**config.mk**
```make
export PLATFORM = sky130hd
export DESIGN_NAME = spd_ram
export DESIGN_NICKNAME = d
export VERILOG_FILES = /design/src/sv/spd_ram.sv
export SDC_FILE = /design/constraint.sdc
export NUM_CORES = 1
export LEC_CHECK = 0
export BUFFER_PORTS_ARGS = -buffer_cell sky130_fd_sc_hd__buf_2
export CAP_MARGIN = 25
export CELL_PAD_IN_SITES_DETAIL_PLACEMENT = 1
export CELL_PAD_IN_SITES_GLOBAL_PLACEMENT = 2
export CORE_MARGIN = 8
export CORE_UTILIZATION = 40
export CTS_CLUSTER_DIAMETER = 100
export DETAILED_ROUTE_END_ITERATION = 6
export HOLD_SLACK_MARGIN = 0.15
export PLACE_DENSITY_LB_ADDON = 0.1
export SKIP_CTS_REPAIR_TIMING = 1
export SLEW_MARGIN = 15
export SYNTH_ARGS = -nofsm -noshare
export SYNTH_HDL_FRONTEND = slang
export SYNTH_SLANG_ARGS = --single-unit
```
**constraint.sdc**
```tcl
create_clock -name clock -period 1.62 [get_ports clock]
set_input_delay 0.081 -clock clock [delete_from_list [all_inputs] [get_ports clock]]
set_output_delay 0.081 -clock clock [all_outputs]
set_load 0.01 [all_outputs]
```
**src/sv/spd_ram.sv**
```systemverilog
// Generic single-port RAM with a registered read.
// Depends on nothing.
module spd_ram #(
   parameter int Width = 8,
   parameter int Depth = 16
) (
   input  logic                     clock,
   input  logic                     we,
   input  logic [$clog2(Depth)-1:0] addr,
   input  logic [Width-1:0]         wdata,
   output logic [Width-1:0]         rdata
);
   logic [Width-1:0] mem [Depth];
   logic [Width-1:0] rdata_ff;

   always_ff @(posedge clock) begin
      if (we) begin
         mem[addr] <= wdata;
      end
      rdata_ff <= mem[addr];
   end

   assign rdata = rdata_ff;
endmodule

```
==> results of run 1 <==
[how the worst max path moves through the flow]
stage                                   start                  end  slack, ps  depth (start not counted)
final                     mem[4][5]$_DFFE_PP_     rdata[5]$_DFF_P_        210                          4
after global routing      mem[3][5]$_DFFE_PP_     rdata[5]$_DFF_P_        120                          4
after CTS                 mem[7][5]$_DFFE_PP_     rdata[5]$_DFF_P_        150                          4
after detailed placement              addr[0]     rdata[5]$_DFF_P_         70                          6
after global placement                addr[0]     rdata[5]$_DFF_P_         90                          6
after floorplan                       addr[2]  mem[0][0]$_DFFE_PP_         50                          2
[power by group]
group,total (mW),internal [mW],switching (mW)
clock network,3.59,2.27,1.32
registers,3.96,3.94,0.0246
logic,0.410,0.184,0.226
[state kept, by name, indices dropped and copies added, names as in the netlist]
name,count
mem,128
rdata,8
[metrics by stage]
stage                     power (mW)  hold slack, ps  cell area [sq um]
after floorplan                 4.24             180               5070
after global placement          4.44             479               5580
after detailed placement        4.45             486               5580
after CTS                       8.06            40.2               6130
after global routing            8.23             294               6210
final                           7.96             287               6210
[worst register-to-register path, stage by stage (launching register included)]
cell      delay, ps
edfxtp_1        370
mux4_2          480
a22oi_1         220
buf_4           160
nand2_1          50
[logic make-up after synthesis]
group	after synthesis	share of synthesized area, %
and+or+nand+nor	35	3.21
AOI/OAI and AO/OA	16	2.37
DFF	136	79.0
buffers and inverters	11	1.19
muxes	32	14.2
[routing by layer]
metal	wire (um)	global-route usage, %
met1	4960	18.0
met2	5310	22.9
met5	0	0
met3	381	4.18
met4	201	7.95
[area by class of cell]
| cell class | count | area, sq um |
|---|---|---|
| fillers | 1134 | 6310 |
| clock inverters | 4 | 45.0 |
| multi-input cells | 83 | 1000 |
| flip-flops and latches | 136 | 4000 |
| clock buffers | 28 | 507 |
| well taps | 172 | 215 |
| repair buffers | 57 | 433 |
[cells in the mapped netlist (all sizes together)]
cell type / number
edfxtp: 128
mux4: 32
a22oi: 16
nor2: 13
nand2: 9
buf: 8
dfxtp: 8
nor3: 4
clkbuf: 3
nand2b: 2
nand3b: 2
nor2b: 2
and2: 1
nand3: 1
or3b: 1
==> flow_summary.ini, run 1 <==
[timing]
fin_crit_ps = 1410
tightest_slew_ps = 798
slew_headroom_pct = 46.7
finalSetupTns_ps = 0
rsz0062_at_grt = false
finalHoldViolCount = 0
setup-violations-final = 0
fin_ws_ps = 210
final_max_slew_viol_count = 0
skew_ps = 9.17
max_freq_mhz = 709
fin_crit_sh_pct = 87.0

[drt]
via_count = 2412
wl_um = 10800
ant_nets = 0
drt_first_pass_iters = 4
wl_per_cell_um = 22.6
vias_per_cell = 5.03
drc = 0
drt-initial-drc-count = 248

[grt]
gr-total-overflow = 0
grt_pass1_wl_um = 16700
antenna_found_initial = 0
grt_pass1_vias = 2661
grt_max_degree = 26
track_usage_pct = 14.6

[placement]
dp_slack_ps = 66.0
dp.cells = 440
routabilityCongestion = 0.704
hpwl_um = 7020
port-buffer-count = 21

[run]
maxCapViolCount = 0

[synthesis]
seq_area_frac_synth_pct = 79.0
synth_top_area_cell = edfxtp_1
synth_seq_cells = 136
syn_area_sq_mm = 0.00507
postSynthNetCount = 244
synth_top_area_share_pct = 75.9
post_synth_num_cell_types = 18
yosysWarnings = 0
syn_area_per_cell_sq_um = 22.0
ys_top_cells_by_area = edfxtp_1, mux4_2, dfxtp_1, a22oi_1, nor2_1
syn_inst = 230

[floorplan]
die-area_sq_mm = 0.0165
dieWidth_um = 129
die_height_um = 129
start_util_pct = 40.5
core_area_sq_mm = 0.0125
ios = 22
rows = 41

[min_path]
hold_end = rdata[4]$_DFF_P_
min_path_type = input pin to register
hp-start = addr[1]
whs_path_depth = 4

[clocking]
clk_pin_slew_ps = 60
cts-buffers-inserted = 17
cts-root-buf = clkbuf_16
cts_sinks = 136
cts_buffer_depth = 2
cts_tree = yes
cts_max_level = 4
clock_latency_ps = 410

[setup_path]
ff2ff_path_depth = 4
cp_top_family = multiplexers
critPathSlowestCell = mux4_2
critPathKind = register to register
critPathMaxFanout = 1
max_stage_delay_ps = 480
path_buf_inv = 1
crit_path_end_kind = register
startpoint_type = register
reg2reg_from = mem[4][5]$_DFFE_PP_
arrival_ps = 1700
cp_cell_sequence = mux4_2, a22oi_1, buf_4, nand2_1
rrSetupSlack_ps = 210
r2r_end = rdata[5]$_DFF_P_
cp.required_ps = 1910

[final_layout]
diodes = 0
drive_gt1_share_pct = 34.7
syn_to_final_growth_pct = 22.5
final_util_pct = 49.6
instances_no_fill = 480
mostFrequentLayoutCells = edfxtp_1, mux4_2, buf_4
layout_commonest_cell = edfxtp_1
finalNetCount = 309

[outcome]
status = finished clean

[power]
leakagePower_nw = 2.08
ir_worst_vdd_mv = 0.798
powerDensity_mw_per_mm2 = 1280
No activity file was read; power rests on OpenSTA's default activity.
==> inputs of run 2 (changes only) <==
- CORE_MARGIN: 8 -> default
==> run 2 against run 1 <==
  * Sequential cell count unchanged
  * Clock-buffer cell count decreased by 4
  * Clock power about the same
  * Wire length decreased by 6.2%
  * Global-route usage increased by 3.3 points
  * Die area decreased by 21%
  * Total power about the same
  * Sequential share of layout area increased by 0.23 points
  * Register-to-register slack improved by 40 ps
  * Cell count decreased by 2.1%
  * Critical path type unchanged
  * Critical endpoint is now rdata[2]$_DFF_P_
==> flow_summary.ini, run 2 (synthesis gave the netlist of run 1 again) <==
[setup_path]
path_buf_inv = 0
cp_cell_sequence = mux4_2, a22oi_1, nand2_1
rrSetupSlack_ps = 250
worstSetupEndpoint = rdata[2]$_DFF_P_
max_stage_delay_ps = 510
ff2ff_path_depth = 3
critPathKind = register to register
startpoint_type = register
critPathMaxFanout = 1
crit_cells = 3
crit_path_end_kind = register
cp_top_family = multiplexers
cp.required_ps = 1920
r2r_end = rdata[2]$_DFF_P_
cp-startpoint = mem[7][2]$_DFFE_PP_
reg2reg_from = mem[7][2]$_DFFE_PP_
arrival_ps = 1670
critPathSlowestCell = mux4_2

[power]
ir_worst_vdd_mv = 1.18
powerDensity_mw_per_mm2 = 1290
leakagePower_nw = 2.07

[drt]
wl_um = 10200
drt-initial-drc-count = 108
drt_first_pass_iters = 4
wl_per_cell_um = 21.6
vias_per_cell = 5.16
via_count = 2425
ant_nets = 0
drc = 0

[timing]
max_freq_mhz = 730
slew_headroom_pct = 58.6
setup-violations-final = 0
finalHoldViolCount = 0
finalSetupTns_ps = 0
rsz0062_at_grt = false
skew_ps = 7.13
tightest_slew_ps = 619
final_max_slew_viol_count = 0
fin_crit_ps = 1370
hold_ws_ps = 263
fin_crit_sh_pct = 84.5

[final_layout]
mostFrequentLayoutCells = edfxtp_1, mux4_2, buf_2, buf_4, clkbuf_16
finalNetCount = 306
fin_area_sq_mm = 0.00618
layout_commonest_cell = edfxtp_1
diodes = 0
drive_gt1_share_pct = 33.4
largest_register_ffs = 128
syn_to_final_growth_pct = 22.0
n_fill_cell = 1094
top_register = mem

[min_path]
min_path_type = input pin to register
hp-start = addr[3]

[clocking]
cts-root-buf = clkbuf_16
cts_buffer_depth = 2
clock_latency_ps = 420
clk_pin_slew_ps = 50
cts_tree = yes
cts_sinks = 136
cts-buffers-inserted = 17
cts_max_level = 4

[floorplan]
dieWidth_um = 115
die-area_sq_mm = 0.0131
die_height_um = 115
start_util_pct = 41.7
core_area_sq_mm = 0.0122
ios = 22
rows = 40

[run]
maxCapViolCount = 0

[placement]
place_area_sq_mm = 0.00556
port-buffer-count = 21
routabilityCongestion = 0.704
hpwl_um = 6660

[grt]
grt_max_degree = 22
gr-total-overflow = 0
track_usage_pct = 17.9
antenna_found_initial = 0
grt_pass1_wl_um = 15600
grt_pass1_vias = 2622

[outcome]
status = finished clean
==> run 2: cell types whose count changed in the layout (fill, tap and decap cells not counted) <==
| cell | before | now |
|---|---|---|
| clkbuf_8 | 4 | 2 |
| clkinv_1 | 0 | 2 |
| clkinv_2 | 3 | 1 |
| clkbuf_1 | 7 | 5 |
| bufinv_16 | 1 | 2 |
| buf_12 | 3 | 4 |
| buf_4 | 25 | 21 |
==> run 2: how the worst min path moves through the flow <==
stage,to,slack (ps),cells past startpoint
detailed placement,rdata[1],480,1
global placement,mem[7][4]$_DFFE_PP_,480,1
floorplan,mem[0][0]$_DFFE_PP_,180,0
global route,rdata[5]$_DFF_P_,270,5
finish,rdata[5]$_DFF_P_,260,5
CTS,mem[5][4]$_DFFE_PP_,40,1
==> run 2: stage by stage <==
stage / setup slack (ps) / total power, mW / cells / util (%)
2_1_floorplan: 46.0 / 4.24 / 230 / -
3_3_place_gp: 126 / 4.43 / 433 / 45.7
3_5_place_dp: 109 / 4.44 / 433 / 45.7
4_1_cts: 248 / 8.04 / 462 / 50.2
5_1_grt: 183 / 8.21 / 470 / 50.9
6_report: 251 / 7.95 / 470 / 50.9
==> run 2: per-layer routing <==
| metal | track usage, % | vias up | routed length [um] |
|---|---|---|---|
| met5 | 0 | - | 0 |
| met2 | 28.5 | 37 | 5060 |
| li1 | - | 1087 | - |
| met3 | 5.08 | 13 | 314 |
| met4 | 8.83 | 0 | 140 |
| met1 | 22.5 | 1288 | 4660 |
==> run 2: where the power goes <==
group	total [mW]	switching (mW)	internal (mW)	leakage [nW]
clock	3.58	1.28	2.30	0.265
sequential	3.96	0.0243	3.94	1.22
combinational	0.407	0.223	0.185	0.577
total	7.95	1.53	6.43	2.07
==> run 2: final cells by class <==
class / count / area [sq um] / area share [%]
sequential: 136 / 4000 / 64.7
multi-input combinational: 83 / 1000 / 16.2
clock inverter: 5 / 72.6 / 1.17
clock buffer: 24 / 472 / 7.63
tap: 168 / 210 / 3.40
timing repair buffer: 54 / 423 / 6.84
==> run 2: worst reg2reg max path, cell delays in order (launching register included) <==
cell	delay, ps
edfxtp_1	370
mux4_2	510
a22oi_1	280
nand2_1	90
